==> config.mk <==
export PLATFORM = sky130hd
export DESIGN_NAME = fracn_synth_word_calc
export DESIGN_NICKNAME = d
export VERILOG_FILES = /design/src/hdl/fswc_pkg.sv /design/src/hdl/fswc_front.sv /design/src/hdl/fswc_div_cell.sv /design/src/hdl/fracn_synth_word_calc.sv
export VERILOG_INCLUDE_DIRS = /design/src /design/src/hdl
export SDC_FILE = /design/constraint.sdc
export NUM_CORES = 2
export LEC_CHECK = 0
export BUFFER_PORTS_ARGS = -buffer_cell sky130_fd_sc_hd__clkbuf_2
export CAP_MARGIN = 30
export CORE_MARGIN = 2
export CORE_UTILIZATION = 58
export DETAILED_ROUTE_END_ITERATION = 8
export GPL_ROUTABILITY_DRIVEN = 0
export PLACE_DENSITY = 0.77
export SYNTH_ARGS = -nofsm -noshare
export SYNTH_HDL_FRONTEND = slang
export SYNTH_SLANG_ARGS = --single-unit
==> constraint.sdc <==
create_clock -name clk_i -period 31.3 [get_ports clk_i]
set_input_delay 3.13 -clock clk_i [delete_from_list [all_inputs] [get_ports clk_i]]
set_output_delay 3.13 -clock clk_i [all_outputs]
set_load 0.1 [all_outputs]
==> src/hdl/assert_macros.svh <==
// Assertion macros used by the top level of the divider word calculator.
`ifndef ASSERT_MACROS_SVH
`define ASSERT_MACROS_SVH

// Signal property checked at every clock edge outside reset.
`define FSWC_ASSERT(label, prop, msg) \
  label: assert property (@(posedge clk_i) disable iff (!rst_ni) (prop)) else $error(msg);

// Implication checked at every clock edge outside reset.
`define FSWC_ASSERT_IMP(label, ante, cons, msg) \
  label: assert property (@(posedge clk_i) disable iff (!rst_ni) (ante) |-> (cons)) \
    else $error(msg);

`endif

==> src/hdl/fswc_pkg.sv <==
// Types and constants of the fractional-N divider word calculator.
package fswc_pkg;

  localparam int FREQ_W    = 30;
  localparam int REF_W     = 26;
  localparam int DEN_W     = 27;
  localparam int NUM_W     = 33;
  localparam int REM_W     = 27;
  localparam int INT_QBITS = 9;
  localparam int BAND_W    = 4;
  localparam int DIV_W     = 5;
  localparam int INT_W     = 7;
  localparam int FRAC_W    = 20;

  localparam logic [FREQ_W-1:0] FREQ_MIN = 30'd142000000;
  localparam logic [FREQ_W-1:0] FREQ_MAX = 30'd1050000000;
  localparam logic [FREQ_W-1:0] TH_DIV4  = 30'd705000000;
  localparam logic [FREQ_W-1:0] TH_DIV6  = 30'd525000000;
  localparam logic [FREQ_W-1:0] TH_DIV8  = 30'd353000000;
  localparam logic [FREQ_W-1:0] TH_DIV12 = 30'd239000000;
  localparam logic [FREQ_W-1:0] TH_DIV16 = 30'd177000000;

  localparam logic [REF_W-1:0] REF_MIN   = 26'd10000000;
  localparam logic [REF_W-1:0] REF_MAX   = 26'd40000000;
  localparam logic [DEN_W-1:0] DEN_RESET = 27'd60000000;
  localparam logic [DEN_W-1:0] DEN_MIN   = 27'd20000000;
  localparam logic [DEN_W-1:0] DEN_MAX   = 27'd80000000;

  localparam logic [DIV_W-1:0] DIV_4  = 5'd4;
  localparam logic [DIV_W-1:0] DIV_6  = 5'd6;
  localparam logic [DIV_W-1:0] DIV_8  = 5'd8;
  localparam logic [DIV_W-1:0] DIV_12 = 5'd12;
  localparam logic [DIV_W-1:0] DIV_16 = 5'd16;
  localparam logic [DIV_W-1:0] DIV_24 = 5'd24;

  localparam logic [BAND_W-1:0] BAND_C0 = 4'd8;
  localparam logic [BAND_W-1:0] BAND_C1 = 4'd9;
  localparam logic [BAND_W-1:0] BAND_C2 = 4'd10;
  localparam logic [BAND_W-1:0] BAND_C3 = 4'd11;
  localparam logic [BAND_W-1:0] BAND_C4 = 4'd12;
  localparam logic [BAND_W-1:0] BAND_C5 = 4'd13;

  localparam logic [INT_QBITS-1:0] Q_SAT   = 9'd128;
  localparam logic [INT_W-1:0]     INT_SAT = 7'd127;
  localparam logic [FRAC_W-1:0]    FRAC_SAT = 20'hFFFFF;

  typedef struct packed {
    logic [BAND_W-1:0] band_code;
    logic [DIV_W-1:0]  out_divider;
  } tag_t;

endpackage

==> src/hdl/fswc_front.sv <==
// Front stage: clamp, divider and band pick, numerator product.
module fswc_front #(
  parameter int QW = 28
) (
  input  logic                        clk_i,
  input  logic                        rst_ni,
  input  logic                        en_i,
  input  logic                        valid_i,
  input  logic [fswc_pkg::FREQ_W-1:0] freq_i,
  output logic                        valid_o,
  output fswc_pkg::tag_t              tag_o,
  output logic [fswc_pkg::REM_W-1:0]  rem_o,
  output logic [QW-1:0]               lo_o
);

  localparam int PROD_W = fswc_pkg::FREQ_W + fswc_pkg::DIV_W;
  localparam int LO_NUM = fswc_pkg::INT_QBITS;

  logic [fswc_pkg::FREQ_W-1:0] freq_c;
  fswc_pkg::tag_t              tag_c;
  logic [PROD_W-1:0]           prod;
  logic [fswc_pkg::NUM_W-1:0]  num;
  logic                        valid_q;
  fswc_pkg::tag_t              tag_q;
  logic [fswc_pkg::REM_W-1:0]  rem_q;
  logic [QW-1:0]               lo_q;

  always_comb begin
    if (freq_i < fswc_pkg::FREQ_MIN) begin
      freq_c = fswc_pkg::FREQ_MIN;
    end else if (freq_i > fswc_pkg::FREQ_MAX) begin
      freq_c = fswc_pkg::FREQ_MAX;
    end else begin
      freq_c = freq_i;
    end
    if (freq_c >= fswc_pkg::TH_DIV4) begin
      tag_c = '{band_code: fswc_pkg::BAND_C0, out_divider: fswc_pkg::DIV_4};
    end else if (freq_c >= fswc_pkg::TH_DIV6) begin
      tag_c = '{band_code: fswc_pkg::BAND_C1, out_divider: fswc_pkg::DIV_6};
    end else if (freq_c >= fswc_pkg::TH_DIV8) begin
      tag_c = '{band_code: fswc_pkg::BAND_C2, out_divider: fswc_pkg::DIV_8};
    end else if (freq_c >= fswc_pkg::TH_DIV12) begin
      tag_c = '{band_code: fswc_pkg::BAND_C3, out_divider: fswc_pkg::DIV_12};
    end else if (freq_c >= fswc_pkg::TH_DIV16) begin
      tag_c = '{band_code: fswc_pkg::BAND_C4, out_divider: fswc_pkg::DIV_16};
    end else begin
      tag_c = '{band_code: fswc_pkg::BAND_C5, out_divider: fswc_pkg::DIV_24};
    end
  end

  assign prod = {{fswc_pkg::DIV_W{1'b0}}, freq_c} *
                {{fswc_pkg::FREQ_W{1'b0}}, tag_c.out_divider};
  assign num  = prod[fswc_pkg::NUM_W-1:0];

  // Upper numerator bits stay below the divisor, so they seed the remainder.
  always_ff @(posedge clk_i or negedge rst_ni) begin
    if (!rst_ni) begin
      valid_q <= 1'b0;
    end else if (en_i) begin
      valid_q <= valid_i;
    end
  end

  always_ff @(posedge clk_i) begin
    if (en_i) begin
      tag_q <= tag_c;
      rem_q <= fswc_pkg::REM_W'(num[fswc_pkg::NUM_W-1:LO_NUM]);
      lo_q  <= {num[LO_NUM-1:0], {(QW-LO_NUM){1'b0}}};
    end
  end

  assign valid_o = valid_q;
  assign tag_o   = tag_q;
  assign rem_o   = rem_q;
  assign lo_o    = lo_q;

endmodule

==> src/hdl/fswc_div_cell.sv <==
// One restoring-division cell: yields one quotient bit per beat.
module fswc_div_cell #(
  parameter int QW = 28
) (
  input  logic                       clk_i,
  input  logic                       rst_ni,
  input  logic                       en_i,
  input  logic [fswc_pkg::DEN_W-1:0] den_i,
  input  logic                       valid_i,
  input  fswc_pkg::tag_t             tag_i,
  input  logic [fswc_pkg::REM_W-1:0] rem_i,
  input  logic [QW-1:0]              lo_i,
  output logic                       valid_o,
  output fswc_pkg::tag_t             tag_o,
  output logic [fswc_pkg::REM_W-1:0] rem_o,
  output logic [QW-1:0]              lo_o
);

  logic [fswc_pkg::REM_W:0]   trial;
  logic [fswc_pkg::REM_W:0]   diff;
  logic                       ge;
  logic                       valid_q;
  fswc_pkg::tag_t             tag_q;
  logic [fswc_pkg::REM_W-1:0] rem_q;
  logic [QW-1:0]              lo_q;

  assign trial = {rem_i, lo_i[QW-1]};
  assign diff  = trial - {1'b0, den_i};
  assign ge    = (trial >= {1'b0, den_i});

  always_ff @(posedge clk_i or negedge rst_ni) begin
    if (!rst_ni) begin
      valid_q <= 1'b0;
    end else if (en_i) begin
      valid_q <= valid_i;
    end
  end

  always_ff @(posedge clk_i) begin
    if (en_i) begin
      tag_q <= tag_i;
      rem_q <= ge ? diff[fswc_pkg::REM_W-1:0] : trial[fswc_pkg::REM_W-1:0];
      lo_q  <= {lo_i[QW-2:0], ge};
    end
  end

  assign valid_o = valid_q;
  assign tag_o   = tag_q;
  assign rem_o   = rem_q;
  assign lo_o    = lo_q;

endmodule

==> src/hdl/fracn_synth_word_calc.sv <==
// Top level of the fractional-N divider word calculator.
// Throughput: one beat per cycle while no output beat is stalled; one front stage,
// FRAC_BITS + 9 division cells of one quotient bit each, then the output register.
// The whole pipeline halts while an output beat waits unaccepted.
// Reset clears all valid flags and loads a 30 MHz reference.
`include "assert_macros.svh"

module fracn_synth_word_calc #(
  parameter int FRAC_BITS = 19
) (
  input  logic        clk_i,
  input  logic        rst_ni,
  input  logic        cfg_valid_i,
  output logic        cfg_ready_o,
  input  logic [25:0] cfg_data_i,    // ref_clock_hz
  input  logic        s_axis_tvalid,
  output logic        s_axis_tready,
  input  logic [31:0] s_axis_tdata,  // [29:0] freq_hz
  output logic        m_axis_tvalid,
  input  logic        m_axis_tready,
  output logic [39:0] m_axis_tdata   // band_code, out_divider, pll_int, pll_frac
);

  localparam int QW = fswc_pkg::INT_QBITS + FRAC_BITS;

  logic [fswc_pkg::DEN_W-1:0]  den_q;
  logic [fswc_pkg::REF_W-1:0]  ref_c;
  logic                        en;

  logic                        valid_s [0:QW];
  fswc_pkg::tag_t              tag_s   [0:QW];
  logic [fswc_pkg::REM_W-1:0]  rem_s   [0:QW];
  logic [QW-1:0]               lo_s    [0:QW];

  logic [fswc_pkg::INT_QBITS-1:0] q;
  logic [FRAC_BITS-1:0]           f;
  logic [FRAC_BITS+fswc_pkg::FRAC_W:0] fwide;
  logic [fswc_pkg::FRAC_W-1:0]    frac_c;
  logic [fswc_pkg::INT_W-1:0]     int_c;
  logic [fswc_pkg::INT_QBITS-1:0] qm1;

  logic                        out_valid_q;
  fswc_pkg::tag_t              out_tag_q;
  logic [fswc_pkg::INT_W-1:0]  out_int_q;
  logic [fswc_pkg::FRAC_W-1:0] out_frac_q;

  // Reference register, kept as clamped divisor 2 * ref.
  always_comb begin
    if (cfg_data_i < fswc_pkg::REF_MIN) begin
      ref_c = fswc_pkg::REF_MIN;
    end else if (cfg_data_i > fswc_pkg::REF_MAX) begin
      ref_c = fswc_pkg::REF_MAX;
    end else begin
      ref_c = cfg_data_i;
    end
  end

  always_ff @(posedge clk_i or negedge rst_ni) begin
    if (!rst_ni) begin
      den_q <= fswc_pkg::DEN_RESET;
    end else if (cfg_valid_i && cfg_ready_o) begin
      den_q <= {ref_c, 1'b0};
    end
  end

  assign cfg_ready_o   = 1'b1;
  assign en            = !out_valid_q || m_axis_tready;
  assign s_axis_tready = en;

  fswc_front #(.QW(QW)) u_front (
    .clk_i   (clk_i),
    .rst_ni  (rst_ni),
    .en_i    (en),
    .valid_i (s_axis_tvalid),
    .freq_i  (s_axis_tdata[fswc_pkg::FREQ_W-1:0]),
    .valid_o (valid_s[0]),
    .tag_o   (tag_s[0]),
    .rem_o   (rem_s[0]),
    .lo_o    (lo_s[0])
  );

  for (genvar i = 0; i < QW; i++) begin : g_cell
    fswc_div_cell #(.QW(QW)) u_cell (
      .clk_i   (clk_i),
      .rst_ni  (rst_ni),
      .en_i    (en),
      .den_i   (den_q),
      .valid_i (valid_s[i]),
      .tag_i   (tag_s[i]),
      .rem_i   (rem_s[i]),
      .lo_i    (lo_s[i]),
      .valid_o (valid_s[i+1]),
      .tag_o   (tag_s[i+1]),
      .rem_o   (rem_s[i+1]),
      .lo_o    (lo_s[i+1])
    );
  end

  // Quotient split into integer and fraction words, with saturation.
  assign q     = lo_s[QW][QW-1 -: fswc_pkg::INT_QBITS];
  assign qm1   = q - fswc_pkg::INT_QBITS'(1);
  assign f     = lo_s[QW][FRAC_BITS-1:0];

  always_comb begin
    fwide  = {{fswc_pkg::FRAC_W{1'b0}}, 1'b1, f};
    int_c  = qm1[fswc_pkg::INT_W-1:0];
    frac_c = fwide[fswc_pkg::FRAC_W-1:0];
    if (q == '0) begin
      fwide  = {{fswc_pkg::FRAC_W{1'b0}}, 1'b1, {FRAC_BITS{1'b0}}};
      int_c  = '0;
      frac_c = fwide[fswc_pkg::FRAC_W-1:0];
    end else if (q > fswc_pkg::Q_SAT) begin
      int_c  = fswc_pkg::INT_SAT;
      frac_c = fswc_pkg::FRAC_SAT;
    end
  end

  always_ff @(posedge clk_i or negedge rst_ni) begin
    if (!rst_ni) begin
      out_valid_q <= 1'b0;
    end else if (en) begin
      out_valid_q <= valid_s[QW];
    end
  end

  always_ff @(posedge clk_i) begin
    if (en) begin
      out_tag_q  <= tag_s[QW];
      out_int_q  <= int_c;
      out_frac_q <= frac_c;
    end
  end

  assign m_axis_tvalid = out_valid_q;
  assign m_axis_tdata  = {4'b0, out_frac_q, out_int_q,
                          out_tag_q.out_divider, out_tag_q.band_code};

  `FSWC_ASSERT(a_den_range,
    (den_q >= fswc_pkg::DEN_MIN) && (den_q <= fswc_pkg::DEN_MAX),
    "divisor left its clamped range")
  `FSWC_ASSERT(a_ready_follows_out, s_axis_tready == (!m_axis_tvalid || m_axis_tready),
    "input ready does not track output slot")
  `FSWC_ASSERT_IMP(a_band_code, m_axis_tvalid,
    (m_axis_tdata[3:0] >= fswc_pkg::BAND_C0) && (m_axis_tdata[3:0] <= fswc_pkg::BAND_C5),
    "band code out of range")
  `FSWC_ASSERT_IMP(a_divider, m_axis_tvalid,
    (out_tag_q.out_divider == fswc_pkg::DIV_4) || (out_tag_q.out_divider == fswc_pkg::DIV_6) ||
    (out_tag_q.out_divider == fswc_pkg::DIV_8) || (out_tag_q.out_divider == fswc_pkg::DIV_12) ||
    (out_tag_q.out_divider == fswc_pkg::DIV_16) || (out_tag_q.out_divider == fswc_pkg::DIV_24),
    "illegal output divider")

endmodule
==> flow_metrics.tcl <==
set metrics [dict create \
    status "finished with violations" \
    violations "DRC" \
    fp.dieH_microns 398 \
    ys_types 96 \
    grt_pass1_wl_microns 335000 \
    hold_path.class "reg -> reg" \
    grt-ovfl-total 0 \
    crit_slowest_cell "o311ai_0" \
    path_clk_slew_ns 0.06 \
    maxCapViolations 0 \
    mostFrequentLayoutCells "edfxtp_1, ha_1, nor2_1, a21oi_1, nand2_1" \
    first_global_vias 62838 \
    synth_area_per_cell_sq_um 11.1 \
    cp_data_required_time_ns 31.92 \
    endpoint_kind "register" \
    critical_path.max_stage_delay_ns 0.59 \
    dpl.hpwl_microns 149000 \
    finClkSkew_ns 0.0379 \
    viasPerCell 6.21 \
    ff2ff_setup_slack_ns 25.82 \
    layout_commonest_cell "edfxtp_1" \
    clock_latency_ns 0.81 \
    finalCriticalPeriod_ns 10.11 \
    synth_top_family_by_area "compound AO/OA/AOI/OAI gates" \
    synth-simple-area-share_pct 11.4 \
    place_area_sq_um 93300 \
    rows 144 \
    dieArea_sq_um 159000 \
    synth_enable_flop_cells 1412 \
    path_max_fanout 30 \
    ios 106 \
    via_count 64920 \
    relSlewSlack_pct 25.3 \
    worst_pin_slew_ns 1.09 \
    cts_hold_buf 0 \
    critPathBufInv 5 \
    reg2reg_depth 14 \
    coreArea_sq_um 154000 \
    worst_ep_arrival_time_ns 10.73 \
    power_mw 12.8 \
    grt_setup_unrepaired "no" \
    peakVddDrop_uv 70.0 \
    finalMaxSlewViolations 0 \
    numCtsBuffers 156 \
    cts_sinks 1468 \
    grt_max_degree 201 \
    grt_antenna_before_repair 2 \
    critPathLaunchType "input pin" \
    synth_xor_area_share_pct 5.49 \
    cpLargestDelayFamily "compound AO/OA/AOI/OAI gates" \
    tns_ns 0 \
    period_share_pct 32.3 \
    ys_async_sr_fraction_pct 3.81 \
    finish.instance_area_sq_um 98800 \
    powerDensity_nw_per_um2 130 \
    p_leak_nw 38.9 \
    synthAdderAreaFrac_pct 12.8 \
    cts_setup_buffers 0 \
    setup_viol 0 \
    rr_endpoint "g_cell[25].u_cell.rem_o[6]$_DFFE_PP_" \
    syn_area_sq_um 90100 \
    drtPass1Iterations 8 \
    yosys_register_bits 1468 \
    max_clock_freq_mhz 98.9 \
    fin_nets 9205 \
    hold_viol 0 \
    cts_max_level 4 \
    area_growth_pct 9.56 \
    hp-start "g_cell[15].u_cell.lo_o[1]$_DFFE_PP_" \
    ys_seq_area_share_pct 48.6 \
    portBuffers 95 \
    drt_drc_violations_left 2 \
    crit_type "in -> reg" \
    holdPathEnd "g_cell[16].u_cell.lo_o[2]$_DFFE_PP_" \
    reg2reg_from "den_q[2]$_DFFE_PN0P_" \
    clock_path_buffers 3 \
    drtAntennaViolNets 0 \
    drt-initial-drc-count 5493 \
    clockRootBuffer "clkbuf_16" \
    initial_core_util_pct 58.4 \
    ctsResizeCount 0 \
    min_path_cells 0 \
    drive_gt1_share_pct 10.6 \
    synth_compound_area_share_pct 15.5 \
    yosys_warnings 0 \
    routedWlPerCell_microns 20.6 \
    syn_inst 8101 \
    grtUsageTotal_pct 26.8 \
    die_w_microns 398 \
    wl_microns 215000 \
    synthFlopType "edfxtp_1" \
    muxShareOfSynthArea_pct 4.30 \
    cts_tree "yes" \
]
synthesized netlist by cell type, drive strengths merged, types with 110 or more instances:
cell type	number	area (sq um)
edfxtp	1412	42400
clkbuf	135	508
nand3	134	671
nor2	718	2700
nand2	587	2200
nand2b	110	688
inv	261	980
xnor2	353	3090
nor3	144	721
ha	787	9850
xor2	212	1860
a21oi	667	3350
o21ai	574	2880
o21a	150	1130
mux2	318	3640
a21o	261	1960
worst max-delay path by stage:
stage                                               to             start  cells after the start  slack, ns
floorplan           g_cell[0].u_cell.lo_o[0]$_DFFE_PP_     m_axis_tready                      3       5.23
global placement           u_front.rem_o[23]$_DFFE_PP_  s_axis_tdata[24]                     30      20.62
detailed placement         u_front.rem_o[23]$_DFFE_PP_  s_axis_tdata[24]                     30      20.48
CTS                        u_front.rem_o[23]$_DFFE_PP_  s_axis_tdata[24]                     30      21.30
global route               u_front.rem_o[23]$_DFFE_PP_  s_axis_tdata[24]                     30      20.64
finish                     u_front.rem_o[23]$_DFFE_PP_  s_axis_tdata[16]                     30      21.19
metal layers:
metal  share of wire, %  wire length [microns]  vias up  GRT usage [%]
li1                   -                      -    30859              -
met1                 39                  83300    30899           32.3
met2                 48                 103000     2427           44.9
met3                7.1                  15300      731           4.73
met4                6.4                  13900        4           16.0
met5             0.0074                     16        -              0
kinds of logic (layout without fill, tap and decap cells):
kind of cell	count (synthesis)	in the layout
adders and majority gates	870	870
muxes	342	342
AOI/OAI and AO/OA	2221	2221
other	2	9
DFF	1468	1468
and+or+nand+nor	2191	2191
xor gates and xnor gates	565	565
buffers and inverters	442	737
final cells by class:
class,instances,area [sq um]
flip-flops and latches,1468,43800
inverters,261,983
well taps,2044,2560
multi-input cells,6197,44700
diodes,1,2.50
clock buffers,186,4130
repair buffers,188,1390
clock inverters,102,1200
fillers,11579,55500
stage by stage:
stage / util (%) / worst slack [ns] / cells / hold WS [ns]
3_3_place_gp: 60.4 / 20.62 / 10147 / 0.400
4_1_cts: 64.0 / 21.30 / 10442 / 0.391
6_report: 64.0 / 21.19 / 10447 / 0.399
5_1_grt: 64.0 / 20.64 / 10446 / 0.400
2_1_floorplan: - / 5.23 / 8107 / 0.400
3_5_place_dp: 60.5 / 20.48 / 10154 / 0.405
sequential cells by signal (all words and copies together), names as in the netlist, 7 cells and up:
| register | count |
|---|---|
| u_front.tag_o | 7 |
| g_cell.u_cell.rem_o | 710 |
| out_int_q | 7 |
| out_frac_q | 19 |
| m_axis_tdata | 7 |
| g_cell.u_cell.valid_o | 28 |
| u_front.lo_o | 8 |
| g_cell.u_cell.tag_o | 196 |
| u_front.rem_o | 24 |
| den_q | 26 |
| g_cell.u_cell.lo_o | 434 |
report_power, final:
part	switching [mW]	total (mW)	internal (mW)
Sequential	0.484	4.17	3.68
Clock	0.794	1.89	1.10
Combinational	3.90	6.73	2.83
Power figures use the tool's default switching activity.
